[src/ucrb_pkg.sv]
// Shared types, codes and constants for the console UART ring buffers.
// No dependencies; every other file of the block imports this package.
package ucrb_pkg;

    localparam int OP_W   = 2;
    localparam int BYTE_W = 8;
    localparam int KIND_W = 2;
    localparam int TXL_W  = 9;
    localparam int RXL_W  = 6;

    // operation codes of an input item
    localparam logic [OP_W-1:0] OP_WRITE  = 2'd0;
    localparam logic [OP_W-1:0] OP_TXRDY  = 2'd1;
    localparam logic [OP_W-1:0] OP_RXBYTE = 2'd2;
    localparam logic [OP_W-1:0] OP_READ   = 2'd3;

    // result kinds
    localparam logic [KIND_W-1:0] K_UART    = 2'd0;
    localparam logic [KIND_W-1:0] K_HANDLER = 2'd1;
    localparam logic [KIND_W-1:0] K_READ    = 2'd2;
    localparam logic [KIND_W-1:0] K_STATUS  = 2'd3;

    localparam logic [BYTE_W-1:0] CH_LF      = 8'h0A;
    localparam logic [BYTE_W-1:0] CH_CR      = 8'h0D;
    localparam logic [BYTE_W-1:0] ASCII_MASK = 8'h7F;

    // configuration port
    localparam int CFG_W     = 5;
    localparam int CFG_IDX_W = 3;
    localparam logic [CFG_IDX_W-1:0] CFG_COOKED  = 3'd0;
    localparam logic [CFG_IDX_W-1:0] CFG_SYNC    = 3'd1;
    localparam logic [CFG_IDX_W-1:0] CFG_RING_EN = 3'd2;
    localparam logic [CFG_IDX_W-1:0] CFG_HANDLER = 3'd3;
    localparam logic [CFG_IDX_W-1:0] CFG_FIFO    = 3'd4;
    localparam logic [CFG_W-1:0]     FIFO_DEPTH_RST = 5'd16;

    // default sizes
    localparam int TX_DEPTH_DEF = 256;
    localparam int RX_DEPTH_DEF = 32;
    localparam int FIFO_MAX_DEF = 16;

    // command queue between front and back
    localparam int CMDQ_DEPTH = 2;

    typedef struct packed {
        logic              cooked;
        logic              sync;
        logic              ring_en;
        logic              handler_on;
        logic [CFG_W-1:0]  fifo_depth;
    } t_cfg;

    typedef struct packed {
        logic [OP_W-1:0]   op;
        logic [BYTE_W-1:0] data_byte;
        logic              uart_idle;
        logic              uart_byte_valid;
        logic              direct;      // host bytes bypass the transmit ring
        logic              handler;     // received byte goes to the handler
        logic              need_cr;     // carriage return goes out first
        logic [BYTE_W-1:0] first_byte;  // first host byte to handle
    } t_cmd;

endpackage

[src/ucrb_in_if.sv]
// Input item channel: valid/ready handshake with the item fields.
// Depends on ucrb_pkg.
interface ucrb_in_if;
    import ucrb_pkg::*;

    logic              valid;
    logic              ready;
    logic [OP_W-1:0]   op;
    logic [BYTE_W-1:0] data_byte;
    logic              uart_idle;
    logic              uart_byte_valid;

    modport source (output valid, output op, output data_byte, output uart_idle,
                    output uart_byte_valid, input ready);
    modport sink   (input valid, input op, input data_byte, input uart_idle,
                    input uart_byte_valid, output ready);
endinterface

[src/ucrb_out_if.sv]
// Result channel: valid/ready handshake with the result fields.
// Depends on ucrb_pkg.
interface ucrb_out_if;
    import ucrb_pkg::*;

    logic              valid;
    logic              ready;
    logic [KIND_W-1:0] kind;
    logic [BYTE_W-1:0] out_byte;
    logic              read_valid;
    logic              rx_dropped;
    logic              room_to_write;
    logic [TXL_W-1:0]  tx_level;
    logic [RXL_W-1:0]  rx_level;
    logic              last;

    modport source (output valid, output kind, output out_byte, output read_valid,
                    output rx_dropped, output room_to_write, output tx_level,
                    output rx_level, output last, input ready);
    modport sink   (input valid, input kind, input out_byte, input read_valid,
                    input rx_dropped, input room_to_write, input tx_level,
                    input rx_level, input last, output ready);
endinterface

[src/ucrb_front.sv]
// Front end: takes input items and classifies them into queue commands.
// Depends on ucrb_pkg and ucrb_in_if.
module ucrb_front (
    ucrb_in_if.sink          i_in,
    input  ucrb_pkg::t_cfg   i_cfg,
    input  logic             i_q_full,
    output logic             o_push,
    output ucrb_pkg::t_cmd   o_cmd
);
    import ucrb_pkg::*;

    logic w_cr;

    assign i_in.ready = !i_q_full;
    assign o_push     = i_in.valid && !i_q_full;

    // cooked line feed: carriage return goes first
    assign w_cr = (i_in.op == OP_WRITE) && i_cfg.cooked && (i_in.data_byte == CH_LF);

    always_comb begin
        o_cmd.op              = i_in.op;
        o_cmd.data_byte       = i_in.data_byte;
        o_cmd.uart_idle       = i_in.uart_idle;
        o_cmd.uart_byte_valid = i_in.uart_byte_valid;
        o_cmd.direct          = !i_cfg.ring_en || i_cfg.sync;
        o_cmd.handler         = i_cfg.handler_on;
        o_cmd.need_cr         = w_cr;
        o_cmd.first_byte      = w_cr ? CH_CR : i_in.data_byte;
    end
endmodule

[src/ucrb_cmdq.sv]
// Short command queue that decouples the front end from the back end.
// Depends on ucrb_pkg.
module ucrb_cmdq (
    input  logic             i_clk,
    input  logic             i_rst_n,
    input  logic             i_push,
    input  ucrb_pkg::t_cmd   i_data,
    input  logic             i_pop,
    output logic             o_full,
    output logic             o_valid,
    output ucrb_pkg::t_cmd   o_data
);
    import ucrb_pkg::*;

    localparam int QAW = (CMDQ_DEPTH > 1) ? $clog2(CMDQ_DEPTH) : 1;
    localparam int QCW = $clog2(CMDQ_DEPTH + 1);

    t_cmd           r_mem [CMDQ_DEPTH];
    logic [QAW-1:0] r_wr, n_wr;
    logic [QAW-1:0] r_rd, n_rd;
    logic [QCW-1:0] r_cnt, n_cnt;
    logic           w_do_push, w_do_pop;

    assign o_full    = (r_cnt == QCW'(CMDQ_DEPTH));
    assign o_valid   = (r_cnt != '0);
    assign o_data    = r_mem[r_rd];
    assign w_do_push = i_push && !o_full;
    assign w_do_pop  = i_pop && o_valid;

    always_comb begin
        n_wr  = r_wr;
        n_rd  = r_rd;
        n_cnt = r_cnt;
        if (w_do_push) begin
            n_wr = (r_wr == QAW'(CMDQ_DEPTH - 1)) ? '0 : r_wr + QAW'(1);
        end
        if (w_do_pop) begin
            n_rd = (r_rd == QAW'(CMDQ_DEPTH - 1)) ? '0 : r_rd + QAW'(1);
        end
        if (w_do_push && !w_do_pop) begin
            n_cnt = r_cnt + QCW'(1);
        end else if (w_do_pop && !w_do_push) begin
            n_cnt = r_cnt - QCW'(1);
        end
    end

    always_ff @(posedge i_clk) begin
        if (!i_rst_n) begin
            r_wr  <= '0;
            r_rd  <= '0;
            r_cnt <= '0;
        end else begin
            r_wr  <= n_wr;
            r_rd  <= n_rd;
            r_cnt <= n_cnt;
        end
    end

    always_ff @(posedge i_clk) begin
        if (w_do_push) begin
            r_mem[r_wr] <= i_data;
        end
    end
endmodule

[src/ucrb_back.sv]
// Back end: sequencer that runs queued commands against the transmit and
// receive rings and emits results one at a time. Depends on ucrb_pkg, ucrb_out_if.
module ucrb_back #(
    parameter int TX_DEPTH = ucrb_pkg::TX_DEPTH_DEF,
    parameter int RX_DEPTH = ucrb_pkg::RX_DEPTH_DEF,
    parameter int FIFO_MAX = ucrb_pkg::FIFO_MAX_DEF
) (
    input  logic             i_clk,
    input  logic             i_rst_n,
    input  ucrb_pkg::t_cfg   i_cfg,
    input  logic             i_cmd_valid,
    input  ucrb_pkg::t_cmd   i_cmd,
    output logic             o_cmd_pop,
    ucrb_out_if.source       o_out
);
    import ucrb_pkg::*;

    localparam int TPW = $clog2(2 * TX_DEPTH);
    localparam int TAW = $clog2(TX_DEPTH);
    localparam int TLW = $clog2(TX_DEPTH + 1);
    localparam int RPW = $clog2(2 * RX_DEPTH);
    localparam int RAW = $clog2(RX_DEPTH);
    localparam int RLW = $clog2(RX_DEPTH + 1);
    localparam int BURST_CAP = (FIFO_MAX < TX_DEPTH) ? FIFO_MAX : TX_DEPTH;
    localparam int CW = $clog2(BURST_CAP + 1);
    localparam int ROOM_LVL = TX_DEPTH - TX_DEPTH / 2;

    localparam logic [2:0] S_IDLE  = 3'd0;
    localparam logic [2:0] S_DISP  = 3'd1;
    localparam logic [2:0] S_HBYTE = 3'd2;
    localparam logic [2:0] S_BREAD = 3'd3;
    localparam logic [2:0] S_BEMIT = 3'd4;
    localparam logic [2:0] S_HPUSH = 3'd5;
    localparam logic [2:0] S_STAT  = 3'd6;

    // ring memories
    logic [BYTE_W-1:0] r_tx_mem [TX_DEPTH];
    logic [BYTE_W-1:0] r_rx_mem [RX_DEPTH];
    logic [BYTE_W-1:0] r_tx_q, r_rx_q;

    // sequencer state
    logic [2:0]        r_state, n_state;
    t_cmd              r_cmd;
    logic [BYTE_W-1:0] r_cur, n_cur;
    logic              r_cr, n_cr;
    logic              r_idle, n_idle;
    logic              r_drop, n_drop;
    logic              r_bfull, n_bfull;
    logic [CW-1:0]     r_cnt, n_cnt;
    logic [TPW-1:0]    r_txw, n_txw, r_txr, n_txr;
    logic [RPW-1:0]    r_rxw, n_rxw, r_rxr, n_rxr;

    // output register
    logic              r_ov;
    logic [KIND_W-1:0] r_okind;
    logic [BYTE_W-1:0] r_obyte;
    logic              r_orv, r_odrop, r_oroom, r_olast;
    logic [TXL_W-1:0]  r_otxl;
    logic [RXL_W-1:0]  r_orxl;

    logic              w_ofree, w_emit, w_erv, w_edrop, w_eroom, w_elast, w_hdone;
    logic [KIND_W-1:0] w_ekind;
    logic [BYTE_W-1:0] w_ebyte;
    logic [TXL_W-1:0]  w_etxl;
    logic [RXL_W-1:0]  w_erxl;
    logic              w_tx_we, w_rx_we;
    logic [TAW-1:0]    w_txw_idx, w_txr_idx;
    logic [RAW-1:0]    w_rxw_idx, w_rxr_idx;
    logic [TPW-1:0]    w_txw_inc, w_txr_inc;
    logic [RPW-1:0]    w_rxw_inc, w_rxr_inc;
    logic [TPW:0]      w_tx_diff;
    logic [RPW:0]      w_rx_diff;
    logic [TLW-1:0]    w_tx_lvl;
    logic [RLW-1:0]    w_rx_lvl;
    logic              w_tx_full, w_tx_empty, w_rx_full, w_rx_empty;
    logic [CW-1:0]     w_burst;

    // pointers count modulo twice the ring depth
    assign w_txw_idx = TAW'((r_txw >= TPW'(TX_DEPTH)) ? r_txw - TPW'(TX_DEPTH) : r_txw);
    assign w_txr_idx = TAW'((r_txr >= TPW'(TX_DEPTH)) ? r_txr - TPW'(TX_DEPTH) : r_txr);
    assign w_rxw_idx = RAW'((r_rxw >= RPW'(RX_DEPTH)) ? r_rxw - RPW'(RX_DEPTH) : r_rxw);
    assign w_rxr_idx = RAW'((r_rxr >= RPW'(RX_DEPTH)) ? r_rxr - RPW'(RX_DEPTH) : r_rxr);
    assign w_txw_inc = (r_txw == TPW'(2 * TX_DEPTH - 1)) ? '0 : r_txw + TPW'(1);
    assign w_txr_inc = (r_txr == TPW'(2 * TX_DEPTH - 1)) ? '0 : r_txr + TPW'(1);
    assign w_rxw_inc = (r_rxw == RPW'(2 * RX_DEPTH - 1)) ? '0 : r_rxw + RPW'(1);
    assign w_rxr_inc = (r_rxr == RPW'(2 * RX_DEPTH - 1)) ? '0 : r_rxr + RPW'(1);

    assign w_tx_diff = (r_txw >= r_txr) ? {1'b0, r_txw} - {1'b0, r_txr}
                     : {1'b0, r_txw} + (TPW+1)'(2 * TX_DEPTH) - {1'b0, r_txr};
    assign w_rx_diff = (r_rxw >= r_rxr) ? {1'b0, r_rxw} - {1'b0, r_rxr}
                     : {1'b0, r_rxw} + (RPW+1)'(2 * RX_DEPTH) - {1'b0, r_rxr};
    assign w_tx_lvl   = w_tx_diff[TLW-1:0];
    assign w_rx_lvl   = w_rx_diff[RLW-1:0];
    assign w_tx_full  = (w_tx_lvl == TLW'(TX_DEPTH));
    assign w_tx_empty = (r_txw == r_txr);
    assign w_rx_full  = (w_rx_lvl == RLW'(RX_DEPTH));
    assign w_rx_empty = (r_rxw == r_rxr);

    // burst size: zero acts as one, capped by the build limits
    always_comb begin
        if (i_cfg.fifo_depth == '0) begin
            w_burst = CW'(1);
        end else if (int'(i_cfg.fifo_depth) > BURST_CAP) begin
            w_burst = CW'(BURST_CAP);
        end else begin
            w_burst = CW'(i_cfg.fifo_depth);
        end
    end

    assign w_ofree = !r_ov || o_out.ready;

    always_comb begin
        n_state   = r_state;
        n_cur     = r_cur;
        n_cr      = r_cr;
        n_idle    = r_idle;
        n_drop    = r_drop;
        n_bfull   = r_bfull;
        n_cnt     = r_cnt;
        n_txw     = r_txw;
        n_txr     = r_txr;
        n_rxw     = r_rxw;
        n_rxr     = r_rxr;
        o_cmd_pop = 1'b0;
        w_emit    = 1'b0;
        w_ekind   = K_STATUS;
        w_ebyte   = '0;
        w_erv     = 1'b0;
        w_edrop   = 1'b0;
        w_eroom   = 1'b0;
        w_etxl    = '0;
        w_erxl    = '0;
        w_elast   = 1'b0;
        w_tx_we   = 1'b0;
        w_rx_we   = 1'b0;
        w_hdone   = 1'b0;

        case (r_state)
            S_IDLE: begin
                if (i_cmd_valid) begin
                    o_cmd_pop = 1'b1;
                    n_cur     = i_cmd.first_byte;
                    n_cr      = i_cmd.need_cr;
                    n_idle    = i_cmd.uart_idle;
                    n_drop    = 1'b0;
                    n_state   = S_DISP;
                end
            end
            S_DISP: begin
                case (r_cmd.op)
                    OP_WRITE: begin
                        n_state = S_HBYTE;
                    end
                    OP_TXRDY: begin
                        n_cnt   = '0;
                        n_bfull = 1'b0;
                        n_state = r_idle ? S_BREAD : S_STAT;
                    end
                    OP_RXBYTE: begin
                        if (r_cmd.handler) begin
                            if (w_ofree) begin
                                w_emit  = 1'b1;
                                w_ekind = K_HANDLER;
                                w_ebyte = r_cmd.data_byte & ASCII_MASK;
                                n_state = S_STAT;
                            end
                        end else if (!w_rx_full) begin
                            w_rx_we = 1'b1;
                            n_rxw   = w_rxw_inc;
                            n_state = S_STAT;
                        end else begin
                            n_drop  = 1'b1;
                            n_state = S_STAT;
                        end
                    end
                    default: begin
                        // host read
                        if (w_ofree) begin
                            w_emit  = 1'b1;
                            w_ekind = K_READ;
                            if (!w_rx_empty) begin
                                w_ebyte = r_rx_q & ASCII_MASK;
                                w_erv   = 1'b1;
                                n_rxr   = w_rxr_inc;
                            end else if (r_cmd.uart_byte_valid) begin
                                w_ebyte = r_cmd.data_byte & ASCII_MASK;
                                w_erv   = 1'b1;
                            end
                            n_state = S_STAT;
                        end
                    end
                endcase
            end
            S_HBYTE: begin
                if (r_cmd.direct) begin
                    if (w_ofree) begin
                        w_emit  = 1'b1;
                        w_ekind = K_UART;
                        w_ebyte = r_cur;
                        n_idle  = 1'b0;
                        w_hdone = 1'b1;
                    end
                end else if (w_tx_full) begin
                    n_cnt   = '0;
                    n_bfull = 1'b1;
                    n_state = S_BREAD;
                end else if (w_tx_empty && r_idle) begin
                    if (w_ofree) begin
                        w_emit  = 1'b1;
                        w_ekind = K_UART;
                        w_ebyte = r_cur;
                        n_idle  = 1'b0;
                        w_hdone = 1'b1;
                    end
                end else begin
                    w_tx_we = 1'b1;
                    n_txw   = w_txw_inc;
                    w_hdone = 1'b1;
                end
            end
            S_BREAD: begin
                // read pointer is stable this cycle, so r_tx_q is fresh next cycle
                if ((r_cnt == w_burst) || w_tx_empty) begin
                    n_state = r_bfull ? S_HPUSH : S_STAT;
                end else begin
                    n_state = S_BEMIT;
                end
            end
            S_BEMIT: begin
                if (w_ofree) begin
                    w_emit  = 1'b1;
                    w_ekind = K_UART;
                    w_ebyte = r_tx_q;
                    n_txr   = w_txr_inc;
                    n_cnt   = r_cnt + CW'(1);
                    n_state = S_BREAD;
                end
            end
            S_HPUSH: begin
                w_tx_we = 1'b1;
                n_txw   = w_txw_inc;
                n_idle  = 1'b0;
                w_hdone = 1'b1;
            end
            S_STAT: begin
                if (w_ofree) begin
                    w_emit  = 1'b1;
                    w_ekind = K_STATUS;
                    w_edrop = r_drop;
                    w_eroom = (w_tx_lvl <= TLW'(ROOM_LVL));
                    w_etxl  = TXL_W'(w_tx_lvl);
                    w_erxl  = RXL_W'(w_rx_lvl);
                    w_elast = 1'b1;
                    n_state = S_IDLE;
                end
            end
            default: begin
                n_state = S_IDLE;
            end
        endcase

        // after a host byte: move on to the line feed, or finish with status
        if (w_hdone) begin
            if (r_cr) begin
                n_cur   = r_cmd.data_byte;
                n_cr    = 1'b0;
                n_state = S_HBYTE;
            end else begin
                n_state = S_STAT;
            end
        end
    end

    always_ff @(posedge i_clk) begin
        if (!i_rst_n) begin
            r_state <= S_IDLE;
            r_txw   <= '0;
            r_txr   <= '0;
            r_rxw   <= '0;
            r_rxr   <= '0;
            r_cnt   <= '0;
            r_bfull <= 1'b0;
            r_drop  <= 1'b0;
            r_cr    <= 1'b0;
            r_idle  <= 1'b0;
            r_ov    <= 1'b0;
        end else begin
            r_state <= n_state;
            r_txw   <= n_txw;
            r_txr   <= n_txr;
            r_rxw   <= n_rxw;
            r_rxr   <= n_rxr;
            r_cnt   <= n_cnt;
            r_bfull <= n_bfull;
            r_drop  <= n_drop;
            r_cr    <= n_cr;
            r_idle  <= n_idle;
            if (w_emit) begin
                r_ov <= 1'b1;
            end else if (o_out.ready) begin
                r_ov <= 1'b0;
            end
        end
    end

    always_ff @(posedge i_clk) begin
        r_cur <= n_cur;
        if (o_cmd_pop) begin
            r_cmd <= i_cmd;
        end
        if (w_emit) begin
            r_okind <= w_ekind;
            r_obyte <= w_ebyte;
            r_orv   <= w_erv;
            r_odrop <= w_edrop;
            r_oroom <= w_eroom;
            r_otxl  <= w_etxl;
            r_orxl  <= w_erxl;
            r_olast <= w_elast;
        end
    end

    // ring memories with registered read at the current read pointer
    always_ff @(posedge i_clk) begin
        if (w_tx_we) begin
            r_tx_mem[w_txw_idx] <= r_cur;
        end
        r_tx_q <= r_tx_mem[w_txr_idx];
    end

    always_ff @(posedge i_clk) begin
        if (w_rx_we) begin
            r_rx_mem[w_rxw_idx] <= r_cmd.data_byte;
        end
        r_rx_q <= r_rx_mem[w_rxr_idx];
    end

    assign o_out.valid         = r_ov;
    assign o_out.kind          = r_okind;
    assign o_out.out_byte      = r_obyte;
    assign o_out.read_valid    = r_orv;
    assign o_out.rx_dropped    = r_odrop;
    assign o_out.room_to_write = r_oroom;
    assign o_out.tx_level      = r_otxl;
    assign o_out.rx_level      = r_orxl;
    assign o_out.last          = r_olast;

`ifndef SYNTHESIS
    a_tx_level_bound: assert property (@(posedge i_clk) disable iff (!i_rst_n)
        w_tx_lvl <= TLW'(TX_DEPTH))
        else $error("transmit ring level above its depth");

    a_rx_level_bound: assert property (@(posedge i_clk) disable iff (!i_rst_n)
        w_rx_lvl <= RLW'(RX_DEPTH))
        else $error("receive ring level above its depth");

    a_pop_nonempty: assert property (@(posedge i_clk) disable iff (!i_rst_n)
        (r_state == S_BEMIT) |-> !w_tx_empty)
        else $error("burst pop from an empty transmit ring");

    a_status_closes: assert property (@(posedge i_clk) disable iff (!i_rst_n)
        (r_state == S_STAT && w_ofree) |=> (r_state == S_IDLE && o_out.valid && o_out.last))
        else $error("status result did not close the item");
`endif
endmodule

[src/uart_console_ring_buffers.sv]
// Top level of the console UART ring buffers: configuration registers, front
// end, command queue and back-end sequencer. Depends on ucrb_pkg and the channel interfaces.
//
// The block keeps a transmit ring between a console host and a UART, and a
// receive ring the other way. Each input item is one of: host write, transmit
// ready event, UART byte received, host read. Every item produces zero or more
// byte results (to UART, to handler, or read data) and always ends with one
// status result marked last, carrying the ring levels, the dropped-byte flag
// and whether half the transmit ring is free. Items are accepted into a
// two-entry command queue, so while the queue has room the input side keeps
// transferring as the back end works on an earlier item and as a finished
// result waits in the output register. The back end runs one item at a time
// and emits one result per transfer: a simple item steps through pop from the
// queue, dispatch, one step per host byte and the status step (a received byte
// or a read finishes its work in dispatch, a cooked line feed adds a step for
// the carriage return); each byte drained from the transmit ring takes a read
// step and an emit step because the ring memory has a registered read port
// and the read pointer must settle before each pop. No clearing pass runs
// after reset: ring entries are read only after being written. Configuration
// registers take a write on any cycle with i_cfg_we high; write them only
// while the block has no item in flight. A write to an index beyond the
// register list is ignored.
module uart_console_ring_buffers #(
    parameter int TX_DEPTH = ucrb_pkg::TX_DEPTH_DEF,
    parameter int RX_DEPTH = ucrb_pkg::RX_DEPTH_DEF,
    parameter int FIFO_MAX = ucrb_pkg::FIFO_MAX_DEF
) (
    input  logic                           i_clk,
    input  logic                           i_rst_n,
    ucrb_in_if.sink                        i_in,
    ucrb_out_if.source                     o_out,
    input  logic                           i_cfg_we,
    input  logic [ucrb_pkg::CFG_IDX_W-1:0] i_cfg_idx,
    input  logic [ucrb_pkg::CFG_W-1:0]     i_cfg_wdata
);
    import ucrb_pkg::*;

    t_cfg r_cfg, n_cfg;
    t_cmd w_front_cmd, w_q_cmd;
    logic w_push, w_q_full, w_q_valid, w_q_pop;

    // Register file: hold each field until its index is written.
    always_comb begin
        n_cfg = r_cfg;
        if (i_cfg_we) begin
            case (i_cfg_idx)
                CFG_COOKED:  n_cfg.cooked     = i_cfg_wdata[0];
                CFG_SYNC:    n_cfg.sync       = i_cfg_wdata[0];
                CFG_RING_EN: n_cfg.ring_en    = i_cfg_wdata[0];
                CFG_HANDLER: n_cfg.handler_on = i_cfg_wdata[0];
                CFG_FIFO:    n_cfg.fifo_depth = i_cfg_wdata;
                default:     n_cfg = r_cfg;  // drop writes to unknown indexes
            endcase
        end
    end

    always_ff @(posedge i_clk) begin
        if (!i_rst_n) begin
            r_cfg.cooked     <= 1'b0;
            r_cfg.sync       <= 1'b0;
            r_cfg.ring_en    <= 1'b1;
            r_cfg.handler_on <= 1'b0;
            r_cfg.fifo_depth <= FIFO_DEPTH_RST;
        end else begin
            r_cfg <= n_cfg;
        end
    end

    // Front end: classify each transferred item (direct path, handler, cooked CR).
    ucrb_front u_front (
        .i_in     (i_in),
        .i_cfg    (r_cfg),
        .i_q_full (w_q_full),
        .o_push   (w_push),
        .o_cmd    (w_front_cmd)
    );

    // Command queue: let the front keep accepting while the back end is busy.
    ucrb_cmdq u_cmdq (
        .i_clk   (i_clk),
        .i_rst_n (i_rst_n),
        .i_push  (w_push),
        .i_data  (w_front_cmd),
        .i_pop   (w_q_pop),
        .o_full  (w_q_full),
        .o_valid (w_q_valid),
        .o_data  (w_q_cmd)
    );

    // Back end: run the rings and drive the result channel.
    ucrb_back #(
        .TX_DEPTH (TX_DEPTH),
        .RX_DEPTH (RX_DEPTH),
        .FIFO_MAX (FIFO_MAX)
    ) u_back (
        .i_clk       (i_clk),
        .i_rst_n     (i_rst_n),
        .i_cfg       (r_cfg),
        .i_cmd_valid (w_q_valid),
        .i_cmd       (w_q_cmd),
        .o_cmd_pop   (w_q_pop),
        .o_out       (o_out)
    );
endmodule
[src/flat_wrapper.sv]
// flat-port wrapper written by rule: the top's interface ports become plain ports
module uart_console_ring_buffers_flat import ucrb_pkg::*;
#(
    parameter int TX_DEPTH = ucrb_pkg::TX_DEPTH_DEF,
    parameter int RX_DEPTH = ucrb_pkg::RX_DEPTH_DEF,
    parameter int FIFO_MAX = ucrb_pkg::FIFO_MAX_DEF
)
  (i_clk, i_rst_n, i_cfg_we, i_cfg_idx, i_cfg_wdata, i_in_valid, i_in_op, i_in_data_byte, i_in_uart_idle, i_in_uart_byte_valid, i_in_ready, o_out_valid, o_out_kind, o_out_out_byte, o_out_read_valid, o_out_rx_dropped, o_out_room_to_write, o_out_tx_level, o_out_rx_level, o_out_last, o_out_ready);
  ucrb_in_if i_in_i ();
  ucrb_out_if o_out_i ();
  input  logic i_clk;
  input  logic i_rst_n;
  input  logic i_cfg_we;
  input  logic [ucrb_pkg::CFG_IDX_W-1:0] i_cfg_idx;
  input  logic [ucrb_pkg::CFG_W-1:0] i_cfg_wdata;
  input wire logic [$bits(i_in_i.valid)-1:0] i_in_valid;
  input wire logic [$bits(i_in_i.op)-1:0] i_in_op;
  input wire logic [$bits(i_in_i.data_byte)-1:0] i_in_data_byte;
  input wire logic [$bits(i_in_i.uart_idle)-1:0] i_in_uart_idle;
  input wire logic [$bits(i_in_i.uart_byte_valid)-1:0] i_in_uart_byte_valid;
  output wire logic [$bits(i_in_i.ready)-1:0] i_in_ready;
  output wire logic [$bits(o_out_i.valid)-1:0] o_out_valid;
  output wire logic [$bits(o_out_i.kind)-1:0] o_out_kind;
  output wire logic [$bits(o_out_i.out_byte)-1:0] o_out_out_byte;
  output wire logic [$bits(o_out_i.read_valid)-1:0] o_out_read_valid;
  output wire logic [$bits(o_out_i.rx_dropped)-1:0] o_out_rx_dropped;
  output wire logic [$bits(o_out_i.room_to_write)-1:0] o_out_room_to_write;
  output wire logic [$bits(o_out_i.tx_level)-1:0] o_out_tx_level;
  output wire logic [$bits(o_out_i.rx_level)-1:0] o_out_rx_level;
  output wire logic [$bits(o_out_i.last)-1:0] o_out_last;
  input wire logic [$bits(o_out_i.ready)-1:0] o_out_ready;
  assign i_in_i.valid = i_in_valid;
  assign i_in_i.op = i_in_op;
  assign i_in_i.data_byte = i_in_data_byte;
  assign i_in_i.uart_idle = i_in_uart_idle;
  assign i_in_i.uart_byte_valid = i_in_uart_byte_valid;
  assign i_in_ready = i_in_i.ready;
  assign o_out_valid = o_out_i.valid;
  assign o_out_kind = o_out_i.kind;
  assign o_out_out_byte = o_out_i.out_byte;
  assign o_out_read_valid = o_out_i.read_valid;
  assign o_out_rx_dropped = o_out_i.rx_dropped;
  assign o_out_room_to_write = o_out_i.room_to_write;
  assign o_out_tx_level = o_out_i.tx_level;
  assign o_out_rx_level = o_out_i.rx_level;
  assign o_out_last = o_out_i.last;
  assign o_out_i.ready = o_out_ready;
  uart_console_ring_buffers #(.TX_DEPTH(TX_DEPTH), .RX_DEPTH(RX_DEPTH), .FIFO_MAX(FIFO_MAX)) u_core (.i_clk(i_clk), .i_rst_n(i_rst_n), .i_in(i_in_i), .o_out(o_out_i), .i_cfg_we(i_cfg_we), .i_cfg_idx(i_cfg_idx), .i_cfg_wdata(i_cfg_wdata));
endmodule
[config.mk]
export PLATFORM = sky130hd
export DESIGN_NAME = uart_console_ring_buffers_flat
export DESIGN_NICKNAME = d
export VERILOG_FILES = /design/src/ucrb_pkg.sv /design/src/ucrb_in_if.sv /design/src/ucrb_out_if.sv /design/src/ucrb_front.sv /design/src/ucrb_cmdq.sv /design/src/ucrb_back.sv /design/src/uart_console_ring_buffers.sv /design/src/flat_wrapper.sv
export SDC_FILE = /design/constraint.sdc
export NUM_CORES = 2
export LEC_CHECK = 0
export BUFFER_PORTS_ARGS = -buffer_cell sky130_fd_sc_hd__buf_2
export CAP_MARGIN = 20
export CORE_ASPECT_RATIO = 1.4
export CORE_MARGIN = 2
export CORE_UTILIZATION = 55
export CTS_CLUSTER_SIZE = 40
export DETAILED_ROUTE_END_ITERATION = 8
export GPL_ROUTABILITY_DRIVEN = 0
export GPL_TIMING_DRIVEN = 0
export PLACE_DENSITY = 0.71
export SLEW_MARGIN = 20
export SYNTH_ARGS = -nofsm -noshare
export SYNTH_HDL_FRONTEND = slang
export SYNTH_SLANG_ARGS = --single-unit
[constraint.sdc]
create_clock -name i_clk -period 4.7 [get_ports i_clk]
set_input_delay 0.235 -clock i_clk [delete_from_list [all_inputs] [get_ports i_clk]]
set_output_delay 0.235 -clock i_clk [all_outputs]
set_load 0.02 [all_outputs]
* Yosys cells after proc, flatten, opt, wreduce, memory -nomap -nowiden
Memories as Yosys holds them, arrays and structs flattened. A register that Yosys moved wholly into a read port is not among the register bits.
Cells that the tools add are included.
** Word-level totals
- Bits in registers :: 106
- Bits in latches :: 0
- RAM bits :: 2350
- Bits in read-only memories :: 0
- Bits of input ports :: 25
- Output and inout port bits :: 31
- Logic and storage cells :: 275
- Memories :: 3
** Memory list
- u_core.u_back.r_tx_mem :: depth 256, width 8, rd ports 1, clocked after memory_dff 1, wr ports 1, RTL line ucrb_back.sv:37 : logic [BYTE_W-1:0] r_tx_mem [TX_DEPTH];
- u_core.u_back.r_rx_mem :: depth 32, width 8, rd ports 1, clocked after memory_dff 1, wr ports 1, RTL line ucrb_back.sv:38 : logic [BYTE_W-1:0] r_rx_mem [RX_DEPTH];
- u_core.u_cmdq.r_mem :: depth 2, width 23, rd ports 1, clocked after memory_dff 1, wr ports 1, RTL line ucrb_cmdq.sv:18 : t_cmd r_mem [CMDQ_DEPTH];
** Cells by class
- Add/sub/neg operators :: 19
- Multiply operators :: 0
- Div/mod/pow operators :: 0
- Magnitude comparators :: 8
- Eq/ne operators :: 41
- Shifts and indexed selects :: 0
- Mux-type cells :: 117
- Bitwise operators :: 6
- Reductions and logical operators :: 48
** Operators by type and width (count)
- 8-bit 2-to-1 mux :: 12
- 9-bit 2-to-1 mux :: 6
- 1-bit 2-to-1 mux :: 48
- 5-bit 2-to-1 mux :: 8
- 7-bit 2-to-1 mux :: 5
- 3-bit 2-to-1 mux :: 10
- 9-bit by 1-bit adder with 9-bit output (second input constant) :: 3
- 9-bit == test (second input constant) :: 3
- 8-bit case mux with 3 select lines :: 1
- 3-bit case mux with 7 select lines :: 1
- 2-bit 2-to-1 mux :: 10
- 2-bit != test (second input constant) :: 10
- 4-bit AND reduction :: 5
- 6-bit by 1-bit adder with 6-bit output (second input constant) :: 3
- 6-bit == test (second input constant) :: 3
- 9-bit greater-or-equal comparator (second input constant) :: 2
- 6-bit 2-to-1 mux :: 3
- 3-bit != test (second input constant) :: 6
- 9-bit case mux with 2 select lines :: 1
- 9-bit subtractor :: 2
- 8-bit by 1-bit subtractor with 8-bit output (second input constant) :: 2
- 5-bit case mux with 3 select lines :: 1
- 7-bit case mux with 2 select lines :: 1
- 2-bit AND reduction :: 7
- 41 further kinds :: 86

* Depth between registers and ports, before layout
- Word-level depth :: 10
- Mapped depth :: 15
- Depth with buffers taken out :: 10

* By module
Synthesis repeated with hierarchy kept, for this count alone.
** Unflattened totals
- Cell total of the unflattened synthesis :: 4593
- Area, all modules :: 95511.6 um2
** Modules (own cells, without submodules)
- ucrb_back :: instances 1, cells an instance 4426, area an instance 93014.2 um2, sequential area each 70807.9 um2
- ucrb_cmdq :: instances 1, cells an instance 96, area an instance 1886.8 um2, sequential area each 1481.4 um2
- uart_console_ring_buffers :: instances 1, cells an instance 40, area an instance 407.9 um2, sequential area each 180.2 um2
- ucrb_front :: instances 1, cells an instance 31, area an instance 202.7 um2, sequential area each 0.0 um2

* Least setup slack after synthesis
OpenSTA, ideal clock, no wires.
- Kind :: register -> register
- Start :: reg u_core.u_back.r_cur[0]
- End :: mem u_core.u_back.r_tx_mem[0][0], data pin
- Setup time :: 0.859 ns
- Arrival :: 3.413 ns
- Path slack :: 0.428 ns
- Stages on the path, launching flop included :: 1
- Cell sequence :: dfxtp_1
** RTL lines
- start, declared :: RTL line ucrb_back.sv:44 : logic [BYTE_W-1:0] r_cur, n_cur;
- start signal, assigned :: RTL line ucrb_back.sv:307 : r_cur <= n_cur;
- end, declared :: RTL line ucrb_back.sv:37
No word-level cell before the write port.

* Worst setup path in the final report
- Start :: reg u_core.u_back.r_txr[1]
- End :: reg u_core.u_back.r_tx_q[2] (read register of u_core.u_back.r_tx_mem)
** Between the ends
- Cells in the longest elaborated chain, start to end :: 2
- Elaborated cells on any way between the ends :: 3
** Ends and longest elaborated chain
- start, declared :: RTL line ucrb_back.sv:50 : logic [TPW-1:0] r_txw, n_txw, r_txr, n_txr;
- start signal, assigned :: RTL line ucrb_back.sv:290 : r_txr <= n_txr;
- 8-bit by 1-bit subtractor with 8-bit output / 9-bit greater-or-equal comparator (equally long branches) :: RTL line ucrb_back.sv:80 : assign w_txr_idx = TAW'((r_txr >= TPW'(TX_DEPTH)) ? r_txr - TPW'(TX_DEPTH) : r_txr);
- 8-bit 2-to-1 mux (*) :: RTL line ucrb_back.sv:80
- end, declared :: RTL line ucrb_back.sv:39 : logic [BYTE_W-1:0] r_tx_q, r_rx_q;
Every way passes the cells marked *; elsewhere a longest branch is shown, timed or not.
A chain may end at the register's enable or synchronous reset.

==> results_dict.tcl <==
set metrics [dict create \
    maxSlewHeadroom 0.1311 \
    ios 56 \
    ys.flop_type "edfxtp_1" \
    antenna_found_initial 9 \
    die_h_um 497.0 \
    synth_nets 4697 \
    drv_slew 0 \
    ys_ff_latch 2440 \
    worst-setup-path-type "flop to flop" \
    synth_area_per_cell_um2 20.58 \
    path_clk_slew_ns 0.06 \
    tns_ns -0.9883 \
    violations "negative setup slack" \
    power_density_nw_per_um2 485.0 \
    yosysTopAreaCellShare 0.7423 \
    critPathRequiredTime_ns 5.34 \
    yosysTopAreaCell "edfxtp_1" \
    syn_inst 4639 \
    grt_pass1_wl_um 357100 \
    num_rows 180 \
    setup_ws_ns -0.2209 \
    cts_buffers 211 \
    p_leak_uw 0.03289 \
    yosysUniqueCellTypes 71 \
    drcViolationCount 0 \
    start_util 0.5548 \
    status "finished, violations left" \
    final_core_util 0.6331 \
    synthesis.area_um2 95470 \
    period_minus_slack_ns 4.921 \
    cp-end-kind "flop" \
    coreArea_um2 172100 \
    layout_common_cells "2,360 x edfxtp_1, 659 x mux4_2, 223 x nand2_1" \
    drtAntennaViolNets 0 \
    synth_edf_count 2360 \
    place_inst 7016 \
    path_max_fanout 10 \
    tightest_slew_ns 1.303 \
    drt-vias-per-instance 6.580 \
    synthArstFlopShare 0 \
    preCtsSetupSlack_ns -2.536 \
    h-tree-depth 4 \
    vdd_drop_max_v 0.0007773 \
    max_freq_mhz 203.2 \
    rsz0062_at_grt "yes" \
    cts_root_buffer "clkbuf_16" \
    drv_cap 0 \
    skew_ns 0.03689 \
    insertion_delay_ns 0.85 \
    cts_tree "done" \
    grt_pass1_vias 49360 \
    firstDrtPassIters 8 \
    place_hpwl_um 171400 \
    synth-seq-area-share 0.7591 \
    hold_class "input pin to flop" \
    hold_viol 0 \
    final_common_cell "edfxtp_1" \
    place_area_um2 99700 \
    final.period_utilization 1.047 \
    fin_area_um2 108900 \
    wl_per_cell_um 33.85 \
    drive_above_1_share 0.2972 \
    grt_use_total 0.2874 \
    grt_max_degree 85 \
    port-buffer-count 55 \
    setup_viol 7 \
    drt_iter0_markers 7327 \
    fin_cells 7481 \
    synth.area.top_cells "edfxtp_1 74%, mux4_2 16%, dfxtp_1 1.7%" \
    fillers 11320 \
    area_growth_pct 14.10 \
    dieArea_um2 177000 \
    grt_overflow 0 \
    startpoint_type "flop" \
    nets 5085 \
    totalWireLength_um 253200 \
    via_count 49230 \
    cts_max_path_buffers 3 \
    worst-endpoint-arrival_ns 5.56 \
    cts.sinks 2440 \
    die_x_um 356.1 \
    ys.warnings.count 0 \
]
power by group:
| group | internal, uW | leakage, uW | switching [uW] |
|---|---|---|---|
| Sequential | 27000 | 0.0218 | 654 |
| Combinational | 2800 | 0.00793 | 5490 |
| Clock | 9160 | 0.00319 | 7700 |
| Total | 39000 | 0.0329 | 13800 |
layer usage:
metal / routed length [um] / GRT usage / share of wire
met4: 15830 / 0.1586 / 0.062
met2: 127700 / 0.4772 / 0.50
met3: 23050 / 0.05599 / 0.091
met5: 26 / 0 / 0.00010
met1: 86610 / 0.3568 / 0.34
synth_stat cells (all sizes together) (17+ instances only):
master and count:
edfxtp 2360, mux4 659, nor2 390, nand2 227
buf 135, clkbuf 123, nand3 88, dfxtp 80
mux2i 62, a21oi 56, nand4 42, o21ai 41
nor3 34, ha 31, inv 29, mux2 22
nor2b 20, and3 19, o22ai 19, nor4 18
nand2b 17
worst max-delay path, cell delays in order, from the launching register on:
cell and delay, ns:
dfxtp_1 0.45, buf_4 0.34, buf_1 0.84, clkbuf_1 0.75, mux4_2 0.45, mux4_2 0.48, nand2_1 0.13, a21oi_1 0.13
nor4_2 0.81, nor3_1 0.29
flip-flops by register name, indices dropped and copies added, names as in the netlist, 2 cells and up, named ones only:
signal	count
u_core.u_back.o_out.rx_level	6
u_core.u_back.o_out.kind	2
u_core.u_back.r_rx_q	7
u_core.u_back.r_tx_mem	2048
u_core.u_back.r_rxr	6
u_core.u_back.r_txr	9
u_core.u_back.r_txw	9
u_core.u_cmdq.r_cnt	2
u_core.r_cfg	9
u_core.u_back.r_rxw	6
u_core.u_back.r_cnt	5
u_core.u_back.r_rx_mem	224
u_core.u_back.r_cmd	13
u_core.u_back.r_cur	8
u_core.u_back.r_tx_q	8
u_core.u_back.r_state	3
u_core.u_cmdq.r_mem	46
u_core.u_back.o_out.tx_level	9
u_core.u_back.o_out.out_byte	8
stage by stage:
step	hold WS [ns]	power, uW
finish	0.1223	52830
global route	0.1268	54120
CTS	0.08358	52750
detailed placement	0.4299	36170
global placement	0.4284	34720
floorplan	0.3339	32850
cells by family (layout without fill, tap and decap cells):
family / after synthesis / in the layout / share of synthesized area
XOR/XNOR: 27 / 27 / 0.002477
AND/OR/NAND/NOR: 899 / 899 / 0.04239
multiplexers: 743 / 743 / 0.1646
adder cells (fa/ha/maj): 33 / 33 / 0.004482
AO/OA/AOI/OAI: 205 / 205 / 0.01413
other: 0 / 4 / 0
flip-flops: 2440 / 2440 / 0.7591
buffers and inverters: 292 / 855 / 0.01284
repair_timing:
item	4_1_cts	5_1_grt
buffers inserted	37	9
pin swaps	23	5
resized for setup	357	143
endpoints found under the setup margin	2345	2215
hold buffers	27	0
hold endpoints to repair	88	0
final timing paths:
check	startpoint	end	slack, ns	depth (start not counted)
worst min register to register	u_core.u_back.r_cmd[20]$_DFFE_PP_	u_core.u_back.r_cur[7]$_DFF_P_	0.50	1
worst max-delay path	u_core.u_back.r_txr[1]$_SDFFE_PN0P_	u_core.u_back.r_tx_q[2]$_DFF_P_	-0.22	9
worst min-delay path	i_in_uart_idle	u_core.u_cmdq.r_mem[1][12]$_DFFE_PP_	0.12	2
worst max register to register	u_core.u_back.r_txr[1]$_SDFFE_PN0P_	u_core.u_back.r_tx_q[2]$_DFF_P_	-0.22	9
final cells by class:
class,instances,area [um2],share of cell area
sequential,2440,72500,0.6656
tap,2275,2846,0.02613
multi-input combinational,1907,23390,0.2147
buffer,253,1275,0.01170
inverter,34,143.9,0.001321
timing repair buffer,180,2182,0.02003
clock inverter,137,1065,0.009775
clock buffer,251,5515,0.05063
antenna,4,10.01,0.00009189
(Power assumes the default switching activity.)
